File: src/hw/rtl/mffc_pkg.sv
package mffc_pkg;

  localparam int DEPTH_FRAMES = 1024;
  localparam int MAX_CHANNELS = 8;
  localparam int MIN_CAPACITY = 2;
  localparam int SAMPLE_W     = 32;
  localparam int COUNT_W      = 32;
  localparam int ADDR_W       = $clog2(DEPTH_FRAMES);
  localparam int FILL_W       = $clog2(DEPTH_FRAMES + 1);
  localparam int CH_W         = 4;
  localparam int FUNC_W       = 2;
  localparam int CFG_IDX_W    = 2;
  localparam int CFG_W        = FILL_W;

  localparam int IN_TDATA_W   = ((SAMPLE_W * MAX_CHANNELS + 7) / 8) * 8;
  localparam int FILL_LSB     = SAMPLE_W * MAX_CHANNELS;
  localparam int DROP_LSB     = FILL_LSB + FILL_W;
  localparam int UNDER_LSB    = DROP_LSB + COUNT_W;
  localparam int OUT_PAYLOAD_W = UNDER_LSB + COUNT_W;
  localparam int OUT_TDATA_W  = ((OUT_PAYLOAD_W + 7) / 8) * 8;

  localparam logic [FUNC_W-1:0] FUNC_PUSH  = 2'd0;
  localparam logic [FUNC_W-1:0] FUNC_POP   = 2'd1;
  localparam logic [FUNC_W-1:0] FUNC_CLEAR = 2'd2;

  localparam logic [CFG_IDX_W-1:0] REG_CHANNELS = 2'd0;
  localparam logic [CFG_IDX_W-1:0] REG_CAPACITY = 2'd1;

  localparam logic [CH_W-1:0]   CH_RESET  = 4'd2;
  localparam logic [FILL_W-1:0] CAP_RESET = FILL_W'(DEPTH_FRAMES);

  typedef logic [MAX_CHANNELS-1:0][SAMPLE_W-1:0] sample_vec_t;

  typedef struct packed {
    logic              wr_en;
    logic              rd_en;
    logic [ADDR_W-1:0] addr;
  } lane_cmd_t;

  typedef struct packed {
    logic               done_ok;
    logic               pop_ok;
    logic [CH_W-1:0]    channels;
    logic [FILL_W-1:0]  fill;
    logic [COUNT_W-1:0] drops;
    logic [COUNT_W-1:0] underruns;
  } status_t;

endpackage

File: src/hw/rtl/mffc_ctrl.sv
module mffc_ctrl
  import mffc_pkg::*;
(
  input  logic                 clk,
  input  logic                 rst_n,
  input  logic                 cfg_we,
  input  logic [CFG_IDX_W-1:0] cfg_index,
  input  logic [CFG_W-1:0]     cfg_wdata,
  input  logic                 in_accept,
  input  logic [FUNC_W-1:0]    func,
  input  logic                 s1_ready,
  output logic                 s1_valid,
  output status_t              s1_status,
  output lane_cmd_t            cmd,
  output logic [MAX_CHANNELS-1:0] lane_en
);

  logic [CH_W-1:0]    channels_r, channels_nxt;
  logic [FILL_W-1:0]  capacity_r, capacity_nxt;
  logic [ADDR_W-1:0]  head_r, head_nxt;
  logic [ADDR_W-1:0]  tail_r, tail_nxt;
  logic [FILL_W-1:0]  held_r, held_nxt;
  logic [COUNT_W-1:0] drops_r, drops_nxt;
  logic [COUNT_W-1:0] under_r, under_nxt;
  logic               s1_valid_r, s1_valid_nxt;
  status_t            s1_status_r, s1_status_nxt;

  logic [CH_W-1:0]    ch_eff;
  logic [FILL_W-1:0]  cap_eff;
  logic [FILL_W-1:0]  head_inc, tail_inc;
  logic               ok;
  logic               pop_ok;

  always_comb begin
    if (channels_r == '0) begin
      ch_eff = CH_W'(1);
    end else if (channels_r > CH_W'(MAX_CHANNELS)) begin
      ch_eff = CH_W'(MAX_CHANNELS);
    end else begin
      ch_eff = channels_r;
    end
    if (capacity_r < FILL_W'(MIN_CAPACITY)) begin
      cap_eff = FILL_W'(MIN_CAPACITY);
    end else if (capacity_r > FILL_W'(DEPTH_FRAMES)) begin
      cap_eff = FILL_W'(DEPTH_FRAMES);
    end else begin
      cap_eff = capacity_r;
    end
  end

  for (genvar i = 0; i < MAX_CHANNELS; i++) begin : g_en
    assign lane_en[i] = (ch_eff > CH_W'(i));
  end

  assign head_inc = {{(FILL_W-ADDR_W){1'b0}}, head_r} + FILL_W'(1);
  assign tail_inc = {{(FILL_W-ADDR_W){1'b0}}, tail_r} + FILL_W'(1);

  always_comb begin
    channels_nxt  = channels_r;
    capacity_nxt  = capacity_r;
    head_nxt      = head_r;
    tail_nxt      = tail_r;
    held_nxt      = held_r;
    drops_nxt     = drops_r;
    under_nxt     = under_r;
    ok            = 1'b0;
    pop_ok        = 1'b0;
    cmd.wr_en     = 1'b0;
    cmd.rd_en     = 1'b0;
    cmd.addr      = tail_r;
    s1_valid_nxt  = s1_valid_r && !s1_ready;
    s1_status_nxt = s1_status_r;

    if (cfg_we && (cfg_index == REG_CHANNELS || cfg_index == REG_CAPACITY)) begin
      if (cfg_index == REG_CHANNELS) begin
        channels_nxt = cfg_wdata[CH_W-1:0];
      end else begin
        capacity_nxt = cfg_wdata;
      end
      head_nxt  = '0;
      tail_nxt  = '0;
      held_nxt  = '0;
      drops_nxt = '0;
      under_nxt = '0;
    end else if (in_accept) begin
      case (func)
        FUNC_PUSH: begin
          if (held_r >= cap_eff) begin
            drops_nxt = (drops_r == '1) ? drops_r : drops_r + COUNT_W'(1);
          end else begin
            cmd.wr_en = 1'b1;
            cmd.addr  = tail_r;
            tail_nxt  = (tail_inc >= cap_eff) ? '0 : tail_inc[ADDR_W-1:0];
            held_nxt  = held_r + FILL_W'(1);
            ok        = 1'b1;
          end
        end
        FUNC_POP: begin
          if (held_r == '0) begin
            under_nxt = (under_r == '1) ? under_r : under_r + COUNT_W'(1);
          end else begin
            cmd.rd_en = 1'b1;
            cmd.addr  = head_r;
            head_nxt  = (head_inc >= cap_eff) ? '0 : head_inc[ADDR_W-1:0];
            held_nxt  = held_r - FILL_W'(1);
            ok        = 1'b1;
            pop_ok    = 1'b1;
          end
        end
        FUNC_CLEAR: begin
          head_nxt  = '0;
          tail_nxt  = '0;
          held_nxt  = '0;
          drops_nxt = '0;
          under_nxt = '0;
        end
        default: begin
        end
      endcase
      s1_valid_nxt            = 1'b1;
      s1_status_nxt.done_ok   = ok;
      s1_status_nxt.pop_ok    = pop_ok;
      s1_status_nxt.channels  = ch_eff;
      s1_status_nxt.fill      = held_nxt;
      s1_status_nxt.drops     = drops_nxt;
      s1_status_nxt.underruns = under_nxt;
    end
  end

  always_ff @(posedge clk) begin
    if (!rst_n) begin
      channels_r <= CH_RESET;
      capacity_r <= CAP_RESET;
      head_r     <= '0;
      tail_r     <= '0;
      held_r     <= '0;
      drops_r    <= '0;
      under_r    <= '0;
      s1_valid_r <= 1'b0;
    end else begin
      channels_r <= channels_nxt;
      capacity_r <= capacity_nxt;
      head_r     <= head_nxt;
      tail_r     <= tail_nxt;
      held_r     <= held_nxt;
      drops_r    <= drops_nxt;
      under_r    <= under_nxt;
      s1_valid_r <= s1_valid_nxt;
    end
  end

  always_ff @(posedge clk) begin
    s1_status_r <= s1_status_nxt;
  end

  assign s1_valid  = s1_valid_r;
  assign s1_status = s1_status_r;

endmodule

File: config.mk
export PLATFORM = sky130hd
export DESIGN_NAME = mffc_ctrl
export DESIGN_NICKNAME = d
export VERILOG_FILES = /design/src/hw/rtl/mffc_pkg.sv /design/src/hw/rtl/mffc_ctrl.sv
export SDC_FILE = /design/constraint.sdc
export NUM_CORES = 1
export LEC_CHECK = 0
export BUFFER_PORTS_ARGS = -buffer_cell sky130_fd_sc_hd__buf_4
export CAP_MARGIN = 20
export CORE_MARGIN = 2
export CORE_UTILIZATION = 65
export CTS_BUF_LIST = sky130_fd_sc_hd__clkbuf_8
export DETAILED_ROUTE_END_ITERATION = 8
export GPL_ROUTABILITY_DRIVEN = 0
export PLACE_DENSITY = 0.87
export SYNTH_ARGS = -nofsm -noshare
export SYNTH_HDL_FRONTEND = slang
export SYNTH_SLANG_ARGS = --single-unit
File: constraint.sdc
create_clock -name clk -period 8.46 [get_ports clk]
set_clock_uncertainty 0.2 [all_clocks]
set_input_delay 1.692 -clock clk [delete_from_list [all_inputs] [get_ports clk]]
set_output_delay 1.692 -clock clk [all_outputs]
set_load 0.01 [all_outputs]
==> flow_summary.toml <==
[synth]
ys_ff_latch = 192
ys_types = 69
postSynthAreaPerCell_um2 = 8.88
seq_area_frac_synth_pct = 43.1
synth-edff-count = 81
synthTopCellsByArea = "edfxtp_1 (23%), dfxtp_1 (21%), ha_1 (5.0%)"
postSynthCellCount = 1217
syn_area_um2 = 10800
yosys.area.top_type = "edfxtp_1"
synth-main-ff-cell = "dfxtp_1"
synth_nets = 1280
yosys_warnings = 0
async_flop_share_pct = 0
yosysTopAreaCellShare_pct = 22.5

[detailed_routing]
detail-route-antenna-nets = 0
drt_pass1_iterations = 9
routedWlPerCell_um = 17.2
vias = 9615
vias_per_cell = 6.31
drt_iter0_drc = 955
remaining_drc_errors = 0
wl_um = 26200

[cells_and_area]
area_growth_syn_to_layout_pct = 12.3
diodes = 0
nets = 1354
layout-drive-gt1-share_pct = 14.8
final_core_util_pct = 74.0
seq_area_um2 = 4650
multiInputGateArea_um2 = 5760
fin_area_um2 = 12100
final_common_cell = "nand2_1"
fillers = 1228
layout_common_cells = "nand2_1 (141), buf_4 (129), nor2_1 (118), dfxtp_1 (111), edfxtp_1 (81)"

[placed_design]
postPlaceCellArea_um2 = 11800
dp_hpwl_um = 18200
pre_cts_slack_ns = 2.44
io_buffers = 120

[power]
combPwrFrac_pct = 11.0
seqPwrFrac_pct = 56.4
clkPwrFrac_pct = 32.5
intPower_mw = 1.28
p_leak_nw = 4.69
cellPowerDensity_nw_per_um2 = 147
peakVddDrop_mv = 0.0988
sw_frac_of_total_pct = 28.1
power.switching_mw = 0.502

[setup_path]
arrival_ns = 4.00
cp_data_required_time_ns = 6.57
crit-reg2reg-launch = "capacity_r[1]"
cpMaxStageDelayCell = "nor2_1"
critical_path_peak_fanout = 16
ff2ff_path_depth = 11
critPathKind = "primary input to output pin"
r2r_slack_ns = 3.52
max_stage_delay_ns = 0.53
cp_common_cell = "buf_4"
cp-end-kind = "output pin"
cp-start-kind = "primary input"
reg2reg_to = "drops_r[14]"
crit_chain = "buf_4 > inv_1 > ha_1 > nand2b_1 > nor2_1 > buf_4 > mux2_2 > buf_4"

[cts]
cts_tree = "done"
clk_latency_ns = 0.49
clockBufferDepth = 2
cts_hold_buf = 0
post_cts_buffers = 0
cts.sinks = 192
ctsResizeCount = 0
clockRootBuffer = "clkbuf_8"
htreeDepth = 4
clkTransAtPathRegs_ns = 0.10
cts_buffers = 17

[sta]
finalWorstPathRequiredPeriod_ns = 5.89
worstMarginPinSlew_ns = 1.06
setup_viol = 0
hold_violations = 0
fin_crit_sh_pct = 69.6
rsz0062_at_grt = "no"
fin_setup_tns_ns = 0
fmax_mhz = 170
worst_slack_ns = 2.57
maxSlewViolCount = 0
maxSlewHeadroom_pct = 28.8

[global_route]
grt_use_met3_pct = 6.02
grt_pass1_wl_um = 42600
grt_overflow = 0
grt_use_met2_pct = 48.4
grt_pass1_vias = 8899
grtUsageMet1_pct = 37.4
grt.total_usage_pct = 29.4
top_usage_layer = "met2"
grt_max_degree = 82
antenna_found_initial = 0

[floorplan]
initial_core_util_pct = 65.9
die_w_um = 133
core-area_um2 = 16400
chipHeight_um = 133
num_io_pins = 122
fp.dieArea_um2 = 17700
num_rows = 47

[run_status]
run_status = "completed"

[hold_path]
hp-class = "register to register"
hold_end = "head_r[4]"
hp-start = "head_r[4]"
worstHoldPathCells = 2

[run]
maxCapViolCount = 0
-- power by group through the flow --
stage | clock network (mW) | logic [mW] | registers [mW]
final | 0.580 | 0.197 | 1.01
after global routing | 0.618 | 0.212 | 1.01
after CTS | 0.585 | 0.195 | 1.01
after detailed placement | 0 | 0.195 | 1.03
after global placement | 0 | 0.189 | 1.03
after floorplan | 0 | 0.103 | 1.04
-- synth_stat cells (5+ instances only) --
library cell / number
nand2_1: 141
nor2_1: 119
dfxtp_1: 111
edfxtp_1: 81
o21ai_0: 75
nand3_1: 67
clkbuf_1: 61
a21oi_1: 49
ha_1: 43
xor2_1: 43
nand4_1: 32
mux2i_1: 28
inv_1: 26
nor3_1: 25
and3_1: 21
o31ai_1: 21
xnor2_1: 21
a21o_1: 20
nand2b_1: 19
or3_1: 19
nor4_1: 18
a31oi_1: 16
and4_1: 14
nor2b_1: 14
o211ai_1: 12
or4_1: 11
buf_2: 9
or2_2: 9
and2_1: 8
a22o_1: 6
mux2_2: 6
o41ai_1: 5
-- kinds of logic after synthesis --
family	count (synthesis)	share of synthesized area, %
other cells	1	0.0347
fa+ha+maj	43	4.98
compound gates	250	15.2
flops	192	43.1
mux	34	3.22
simple gates	531	24.6
buf+inv	102	3.72
xor+xnor	64	5.19
-- metrics by stage --
stage | cells | power (mW) | hold WS [ns]
6_report | 1524 | 1.78 | 0.292
5_1_grt | 1524 | 1.84 | 0.316
4_1_cts | 1523 | 1.79 | 0.294
3_5_place_dp | 1491 | 1.22 | 0.280
3_3_place_gp | 1490 | 1.22 | 0.269
2_1_floorplan | 1217 | 1.14 | 0.249
-- how the worst max path moves through the flow --
stage | from | endpoint | slack, ns | cells past startpoint
floorplan | func[1] | cmd[5] | 3.50 | 8
global placement | func[1] | cmd[9] | 2.53 | 7
detailed placement | func[1] | cmd[3] | 2.44 | 7
CTS | func[1] | cmd[3] | 2.43 | 7
global route | func[1] | cmd[9] | 2.45 | 8
finish | func[1] | cmd[9] | 2.57 | 8
-- cell type report --
cell class              instances  area share, %
clock inverters                15           1.17
multi-input cells             923           47.4
inverters                      28          0.876
clock buffers                  17           1.93
repair buffers                129           7.98
well taps                     220           2.27
flip-flops and latches        192           38.3
-- state kept, by name, summed over array words and instances (netlist names) --
signal / count
s1_status: 81
drops_r: 32
under_r: 32
capacity_r: 11
held_r: 11
head_r: 10
tail_r: 10
channels_r: 4
s1_valid: 1
-- worst max-delay path: cells and delay by family --
| family | cells | cell delay [ns] |
|---|---|---|
| adder cells (fa/ha/maj) | 1 | 0.50 |
| AND/OR/NAND/NOR | 2 | 0.83 |
| buffers and inverters | 4 | 0.62 |
| multiplexers | 1 | 0.34 |
-- per-layer routing --
metal,part of all wire [%],vias up
li1,-,4577
met1,41,4486
met2,48,456
met3,8.0,96
met4,3.5,0
met5,0,-
Note: power is estimated with default switching activity, not from simulation.
