### src/hw/rtl/mffc_pkg.sv
package mffc_pkg;

  localparam int DEPTH_FRAMES = 1024;
  localparam int MAX_CHANNELS = 8;
  localparam int MIN_CAPACITY = 2;
  localparam int SAMPLE_W     = 32;
  localparam int COUNT_W      = 32;
  localparam int ADDR_W       = $clog2(DEPTH_FRAMES);
  localparam int FILL_W       = $clog2(DEPTH_FRAMES + 1);
  localparam int CH_W         = 4;
  localparam int FUNC_W       = 2;
  localparam int CFG_IDX_W    = 2;
  localparam int CFG_W        = FILL_W;

  localparam int IN_TDATA_W   = ((SAMPLE_W * MAX_CHANNELS + 7) / 8) * 8;
  localparam int FILL_LSB     = SAMPLE_W * MAX_CHANNELS;
  localparam int DROP_LSB     = FILL_LSB + FILL_W;
  localparam int UNDER_LSB    = DROP_LSB + COUNT_W;
  localparam int OUT_PAYLOAD_W = UNDER_LSB + COUNT_W;
  localparam int OUT_TDATA_W  = ((OUT_PAYLOAD_W + 7) / 8) * 8;

  localparam logic [FUNC_W-1:0] FUNC_PUSH  = 2'd0;
  localparam logic [FUNC_W-1:0] FUNC_POP   = 2'd1;
  localparam logic [FUNC_W-1:0] FUNC_CLEAR = 2'd2;

  localparam logic [CFG_IDX_W-1:0] REG_CHANNELS = 2'd0;
  localparam logic [CFG_IDX_W-1:0] REG_CAPACITY = 2'd1;

  localparam logic [CH_W-1:0]   CH_RESET  = 4'd2;
  localparam logic [FILL_W-1:0] CAP_RESET = FILL_W'(DEPTH_FRAMES);

  typedef logic [MAX_CHANNELS-1:0][SAMPLE_W-1:0] sample_vec_t;

  typedef struct packed {
    logic              wr_en;
    logic              rd_en;
    logic [ADDR_W-1:0] addr;
  } lane_cmd_t;

  typedef struct packed {
    logic               done_ok;
    logic               pop_ok;
    logic [CH_W-1:0]    channels;
    logic [FILL_W-1:0]  fill;
    logic [COUNT_W-1:0] drops;
    logic [COUNT_W-1:0] underruns;
  } status_t;

endpackage

### src/hw/rtl/mffc_merge.sv
module mffc_merge
  import mffc_pkg::*;
(
  input  logic                   clk,
  input  logic                   rst_n,
  input  logic                   s1_valid,
  input  status_t                s1_status,
  input  sample_vec_t            lane_rdata,
  output logic                   s1_ready,
  output logic                   out_tvalid,
  input  logic                   out_tready,
  output logic [OUT_TDATA_W-1:0] out_tdata,
  output logic                   out_tuser
);

  logic                   out_valid_r, out_valid_nxt;
  logic [OUT_TDATA_W-1:0] out_data_r, out_data_nxt;
  logic                   out_user_r, out_user_nxt;
  sample_vec_t            samples;

  assign s1_ready = !out_valid_r || out_tready;

  for (genvar i = 0; i < MAX_CHANNELS; i++) begin : g_mask
    assign samples[i] = (s1_status.pop_ok && s1_status.channels > CH_W'(i)) ?
                        lane_rdata[i] : '0;
  end

  always_comb begin
    out_valid_nxt = out_valid_r && !out_tready;
    out_data_nxt  = out_data_r;
    out_user_nxt  = out_user_r;
    if (s1_valid && s1_ready) begin
      out_valid_nxt = 1'b1;
      out_data_nxt  = OUT_TDATA_W'({s1_status.underruns, s1_status.drops,
                                    s1_status.fill, samples});
      out_user_nxt  = s1_status.done_ok;
    end
  end

  always_ff @(posedge clk) begin
    if (!rst_n) begin
      out_valid_r <= 1'b0;
    end else begin
      out_valid_r <= out_valid_nxt;
    end
  end

  always_ff @(posedge clk) begin
    out_data_r <= out_data_nxt;
    out_user_r <= out_user_nxt;
  end

  assign out_tvalid = out_valid_r;
  assign out_tdata  = out_data_r;
  assign out_tuser  = out_user_r;

endmodule

### config.mk
export PLATFORM = sky130hd
export DESIGN_NAME = mffc_merge
export DESIGN_NICKNAME = d
export VERILOG_FILES = /design/src/hw/rtl/mffc_pkg.sv /design/src/hw/rtl/mffc_merge.sv
export SDC_FILE = /design/constraint.sdc
export NUM_CORES = 1
export LEC_CHECK = 0
export ABC_CLOCK_PERIOD_IN_PS = 14160
export BUFFER_PORTS_ARGS = -buffer_cell sky130_fd_sc_hd__buf_4
export CAP_MARGIN = 20
export CORE_AREA = 5 5 262 264
export DETAILED_ROUTE_END_ITERATION = 6
export DIE_AREA = 0 0 267 269
export GPL_TIMING_DRIVEN = 1
export HOLD_SLACK_MARGIN = 0.12
export PLACE_DENSITY = 0.42
export RECOVER_POWER = 100
export SYNTH_ARGS = -nofsm -noshare
export SYNTH_HDL_FRONTEND = slang
export SYNTH_SLANG_ARGS = --single-unit
### constraint.sdc
create_clock -name clk -period 14.16 [get_ports clk]
set_clock_uncertainty 0.15 [all_clocks]
set_input_delay 1.416 -clock clk [delete_from_list [all_inputs] [get_ports clk]]
set_output_delay 1.416 -clock clk [all_outputs]
set_load 0.02 [all_outputs]
==> results of run 1 <==
-- final cells by class --
class | instances | area, um^2 | area share
well taps | 873 | 1092 | 0.06041
clock buffers | 49 | 1056 | 0.05840
diodes | 2 | 5.005 | 0.0002768
inverters | 1 | 3.754 | 0.0002076
repair buffers | 683 | 3867 | 0.2139
multi-input cells | 272 | 1941 | 0.1073
clock inverters | 22 | 127.6 | 0.007058
flip-flops and latches | 333 | 9990 | 0.5525
-- stage by stage --
step                instance area [um^2]  power, W
global route                       18080  0.002530
floorplan                          12180  0.001361
CTS                                19380  0.002527
finish                             18080  0.002420
detailed placement                 18190  0.001551
global placement                   18180  0.001548
-- worst max-delay path: cells and delay by family --
kind / cells / cell delay, ps
buffers and inverters: 3 / 3360
AND/OR/NAND/NOR: 2 / 3280
-- worst max path at each step --
stage | from | to | slack [ps] | cells after the start
5_1_grt | out_tready | out_tdata[321] | 5310 | 5
6_report | out_tready | out_tdata[181] | 5990 | 5
3_3_place_gp | out_tready | out_tdata[316] | 9490 | 5
3_5_place_dp | out_tready | out_tdata[316] | 9480 | 5
2_1_floorplan | out_tready | out_tdata[0] | 4050 | 2
4_1_cts | out_tready | out_tdata[310] | 10090 | 5
-- where the power goes --
group	switching, W	leakage [nW]	internal (W)
registers	0.0000179	3.30	0.00116
clock network	0.000406	0.590	0.000546
logic	0.000182	3.18	0.000103
-- cells in the mapped netlist (all sizes together) --
| cell | number |
|---|---|
| edfxtp | 332 |
| and2 | 97 |
| and3 | 64 |
| and3b | 64 |
| clkbuf | 38 |
| a21boi | 33 |
| buf | 10 |
| a211oi | 1 |
| a21oi | 1 |
| a31o | 1 |
| conb | 1 |
| dfxtp | 1 |
| inv | 1 |
| nand2 | 1 |
| nand2b | 1 |
| o211ai | 1 |
| o21a | 1 |
| o31a | 1 |
| o41a | 1 |
-- state kept, by name, summed over array words and instances, names as in the netlist --
name / count
out_tdata: 331
out_tuser: 1
out_tvalid: 1
-- cell families (layout without fill, tap and decap cells) --
kind of cell,Yosys count,in the layout,synth area share
AO/OA/AOI/OAI,40,40,0.02541
buffers and inverters,49,755,0.01934
flip-flops,333,333,0.8213
other,1,7,0.0003083
AND/OR/NAND/NOR,227,227,0.1336
-- routing by layer --
metal  GRT usage  vias to the layer above  share of wire  wire [um]
li1            -                     3810              -          -
met1      0.1220                     4036           0.35      15970
met2      0.2049                      377           0.51      23130
met3     0.06068                       55           0.12       5338
met4     0.03101                        4          0.020        893
met5           0                        -        0.00060         27
==> flow_summary_export.csv, run 1 <==
group,metric,value,unit
run_status,status,"finished, violations left",
run_status,violations,"capacitance limit, slew limit",
critical_path,path_max_fanout,72,
critical_path,r2r-start,"out_tvalid",
min_path,min_path_type,"flop to flop",
floorplanning,ios,680,
cells_and_area,final_cells,2235,
sta,hold_violations,0,
floorplanning,row_count,95,
floorplanning,die_y,269,um
clocking,postCtsHoldBufs,0,
clocking,clkSlewWorstSetupHoldPaths,60,ps
critical_path,crit_chain,"clkbuf_4 -> nand2b_1 -> and2_0 -> clkbuf_1 -> buf_4",
min_path,hold_end,"out_tvalid",
cells_and_area,fillCellCount,7132,
pwr,leakage,7.067,nW
synthesis,ys_seq_elements,333,
clocking,clkLatencyLatePin,530,ps
critical_path,reg2reg_to,"out_tdata[181]",
critical_path,endpoint_kind,"flop",
placement,place_congestion,0.7958,
global_route,grt_pass1_vias,8726,
sta,max_freq,122.4,MHz
sta,timing.hold.ws,382.4,ps
sta,relSlewSlack,-1.951,
critical_path,rrSetupSlack,6680,ps
critical_path,critPathLaunchType,"primary input",
cells_and_area,final_cell_mix,"clkbuf_1 (347), edfxtp_1 (332), buf_4 (266)",
sta,fin_ws,5987,ps
pwr,ir_worst_vdd,78.71,uV
critical_path,crit_path_top_delay_cell,"and2_0",
synthesis,syn_area_per_cell,18.71,um^2
clocking,cts_tree,"yes",
critical_path,critPathMaxStageDelay,3170,ps
floorplanning,die_w,267,um
global_route,grt_pass1_wl,61600,um
sta,fin_crit_sh,0.5772,
route,routed_wl,45360,um
pwr,powerDensity,133.8,nW/um^2
job,maxCapViolCount,4,
synthesis,seq_area_frac_synth,0.8213,
cells_and_area,final_util,0.2726,
sta,drv_slew,253,
cells_and_area,mostFrequentLayoutCell,"clkbuf_1",
critical_path,required,14170,ps
route,drt-initial-drc-count,394,
placement,port_buffers,674,
clocking,cts_root_buf,"clkbuf_16",
route,post_drt_wl_per_cell,20.30,um
synthesis,netlist.area_leader.share,0.8197,
sta,layout_min_cycle_time,8173,ps
clocking,clock_path_buffers,3,
critical_path,worstSetupPathType,"primary input to flop",
floorplanning,core_area,66330,um^2
critical_path,r2r_cells,4,
sta,worstMarginPinSlew,4425,ps
synthesis,synth_top_cell_by_area,"edfxtp_1",
cells_and_area,fin_nets,1672,
synthesis,yosys_warnings,0,
route,ant_nets,0,
synthesis,syn_area,12160,um^2
global_route,grt_max_degree,148,
sta,setup_viol,0,
placement,dp_hpwl,34070,um
synthesis,yosys-top-cells-area,"edfxtp_1 (82%), and3b_1 (4.6%), and2_1 (4.0%)",
global_route,track_usage,0.1160,
cells_and_area,drive_above_1_share,0.3088,
placement,dpl_worst_slack,9481,ps
clocking,clock_sink_count,333,
cells_and_area,area_growth,48.67,%
synthesis,synth_cell_types,23,
global_route,antenna_found_initial,4,
route,vias,8282,
global_route,grt_overflow,0,
sta,rsz0062_at_grt,"no",
route,drcViolationCount,0,
clocking,postCtsSetupBuffers,0,
clocking,ctsResizeCount,0,
floorplanning,die-area,71820,um^2
critical_path,critPathArrivalTime,8190,ps
min_path,hold_path_startpoint,"out_tvalid",
clocking,cts_buffers,40,
route,firstDrtPassIters,4,
clocking,htree_levels,2,
route,viasPerCell,3.706,
placement,dp_cells,2161,
synthesis,synthCells,650,
min_path,min_delay_path_depth,2,
floorplanning,start_util,0.1834,
sta,tns,0,ps
Power figures use the tool's default switching activity.
==> inputs of run 2 (changes only) <==
--- a/config.mk
+++ b/config.mk
@@ -5,15 +5,15 @@
 export SDC_FILE = /design/constraint.sdc
 export NUM_CORES = 1
 export LEC_CHECK = 0
-export ABC_CLOCK_PERIOD_IN_PS = 14160
+export ABC_CLOCK_PERIOD_IN_PS = 7100
 export BUFFER_PORTS_ARGS = -buffer_cell sky130_fd_sc_hd__buf_4
 export CAP_MARGIN = 20
-export CORE_AREA = 5 5 262 264
+export CORE_AREA = 5 5 263 265
 export DETAILED_ROUTE_END_ITERATION = 6
-export DIE_AREA = 0 0 267 269
+export DIE_AREA = 0 0 268 270
 export GPL_TIMING_DRIVEN = 1
 export HOLD_SLACK_MARGIN = 0.12
-export PLACE_DENSITY = 0.42
+export PLACE_DENSITY = 0.43
 export RECOVER_POWER = 100
 export SYNTH_ARGS = -nofsm -noshare
 export SYNTH_HDL_FRONTEND = slang
==> constraint.sdc (replaced) <==
create_clock -name clk -period 7.1 [get_ports clk]
set_clock_uncertainty 0.15 [all_clocks]
set_input_delay 0.71 -clock clk [delete_from_list [all_inputs] [get_ports clk]]
set_output_delay 0.71 -clock clk [all_outputs]
set_load 0.02 [all_outputs]
==> flow_summary_export.csv, run 2 (same netlist as run 1, synthesis figures left out) <==
group,metric,value,unit
run_status,status,"finished, violations left",
run_status,violations,"capacitance limit, slew limit",
clocking,postCtsHoldBufs,0,
global_route,grt_overflow,0,
placement,dp_hpwl,34460,um
global_route,antenna_found_initial,10,
clocking,clkSlewWorstSetupHoldPaths,60,ps
clocking,htree_levels,2,
sta,relSlewSlack,-1.114,
route,firstDrtPassIters,4,
floorplanning,ios,680,
cells_and_area,final_cell_mix,"clkbuf_1 (354), edfxtp_1 (332), buf_4 (267)",
critical_path,required,7120,ps
cells_and_area,fin_nets,1674,
cells_and_area,drive_above_1_share,0.2984,
clocking,cts_buffers,41,
sta,layout_min_cycle_time,4233,ps
global_route,grt_max_degree,158,
route,drcViolationCount,0,
global_route,grt_pass1_vias,8918,
floorplanning,die-area,72360,um^2
clocking,clkLatencyLatePin,540,ps
cells_and_area,area_growth,48.73,%
route,routed-wl-met2,22770,um
pwr,internal_power,0.003627,W
clocking,clock_sink_count,333,
clocking,postCtsSetupBuffers,0,
sta,tns,0,ps
pwr,powerDensity,267.2,nW/um^2
floorplanning,start_util,0.1827,
cells_and_area,largest_register_ffs,331,
pwr,ir_worst_vdd,151.8,uV
floorplanning,die_w,268,um
min_path,hold_path_startpoint,"s1_status[21]",
sta,max_freq,236.2,MHz
route,routed_wl,45260,um
route,post_drt_wl_per_cell,20.19,um
critical_path,critPathLaunchType,"flop",
pwr,power.switching,0.001208,W
floorplanning,die_y,270,um
global_route,grt_pass1_wl,63070,um
pwr,netSwitchingFraction,0.2498,
critical_path,cp-startpoint,"out_tvalid",
pwr,comb_power_share,0.118,
critical_path,worstSetupPathType,"flop to flop",
sta,fin_ws,2867,ps
sta,drv_slew,83,
critical_path,r2r-start,"out_tvalid",
pwr,clkPwrFrac,0.396,
route,viasPerCell,3.735,
sta,hold_violations,0,
clocking,cts_tree,"yes",
floorplanning,row_count,95,
route,vias,8370,
placement,dpl_worst_slack,4067,ps
min_path,min_path_type,"primary input to flop",
route,top_layer,"met5",
clocking,ctsResizeCount,0,
pwr,seq_power_share,0.487,
sta,rsz0062_at_grt,"no",
route,ant_nets,0,
sta,setup_viol,0,
pwr,leakage,7.035,nW
clocking,cts_root_buf,"clkbuf_16",
placement,port_buffers,674,
sta,worstMarginPinSlew,3169,ps
clocking,clock_path_buffers,3,
route,drt-initial-drc-count,415,
job,maxCapViolCount,2,
global_route,track_usage,0.1173,
floorplanning,core_area,66560,um^2
route,wl_met1,15320,um
critical_path,path_max_fanout,64,
route,wl_met3,5892,um
critical_path,endpoint_kind,"flop",
sta,fin_crit_sh,0.5962,
placement,place_congestion,0.7586,
critical_path,critPathArrivalTime,4250,ps
cells_and_area,mostFrequentLayoutCell,"clkbuf_1",
-- run 2: per-stage QoR --
step	hold slack, ps	area (um^2)	total power (W)	std cells	utilization
final	209.1	18090	0.004834	2241	0.2718
after CTS	130.2	19410	0.005052	2236	0.2916
after global placement	401.3	18180	0.003088	2161	0.2732
after detailed placement	402.1	18200	0.003094	2162	0.2734
after floorplan	599.5	12180	0.002695	654	-
after global routing	156.5	18080	0.005063	2238	0.2717
-- run 2: worst max-delay path, cell delays in order, from the launching register on --
cell and delay, ps:
dfxtp_1 310, nand2b_1 100, and2_0 2290, buf_4 940
-- run 2: path summary, 6_finish.rpt --
path / endpoint / slack, ps / depth (start not counted)
max: out_tdata[206] / 2870 / 3
min: out_tdata[320] / 210 / 1
max reg2reg: out_tdata[206] / 2870 / 3
min reg2reg: out_tvalid / 390 / 2
-- run 2: power by group through the flow --
| stage | Sequential (W) | Combinational (W) | Clock (W) |
|---|---|---|---|
| 2_1_floorplan | 0.00257 | 0.000123 | 0 |
| 3_3_place_gp | 0.00240 | 0.000693 | 0 |
| 3_5_place_dp | 0.00240 | 0.000697 | 0 |
| 4_1_cts | 0.00236 | 0.000697 | 0.00200 |
| 5_1_grt | 0.00237 | 0.000614 | 0.00208 |
| 6_report | 0.00235 | 0.000569 | 0.00191 |
-- run 2: area by class of cell --
cell class | count | area, um^2
clock inverters | 20 | 95.09
clock buffers | 54 | 1117
repair buffers | 684 | 3860
flip-flops and latches | 333 | 9990
multi-input cells | 272 | 1922
fillers | 7140 | 48470
inverters | 1 | 3.754
well taps | 873 | 1092
diodes | 4 | 10.01
-- run 2: routing by layer --
metal / vias to the layer above / global-route usage
li1: 3826 / -
met1: 4037 / 0.1181
met2: 418 / 0.2085
met3: 79 / 0.06523
met4: 10 / 0.03205
met5: - / 0
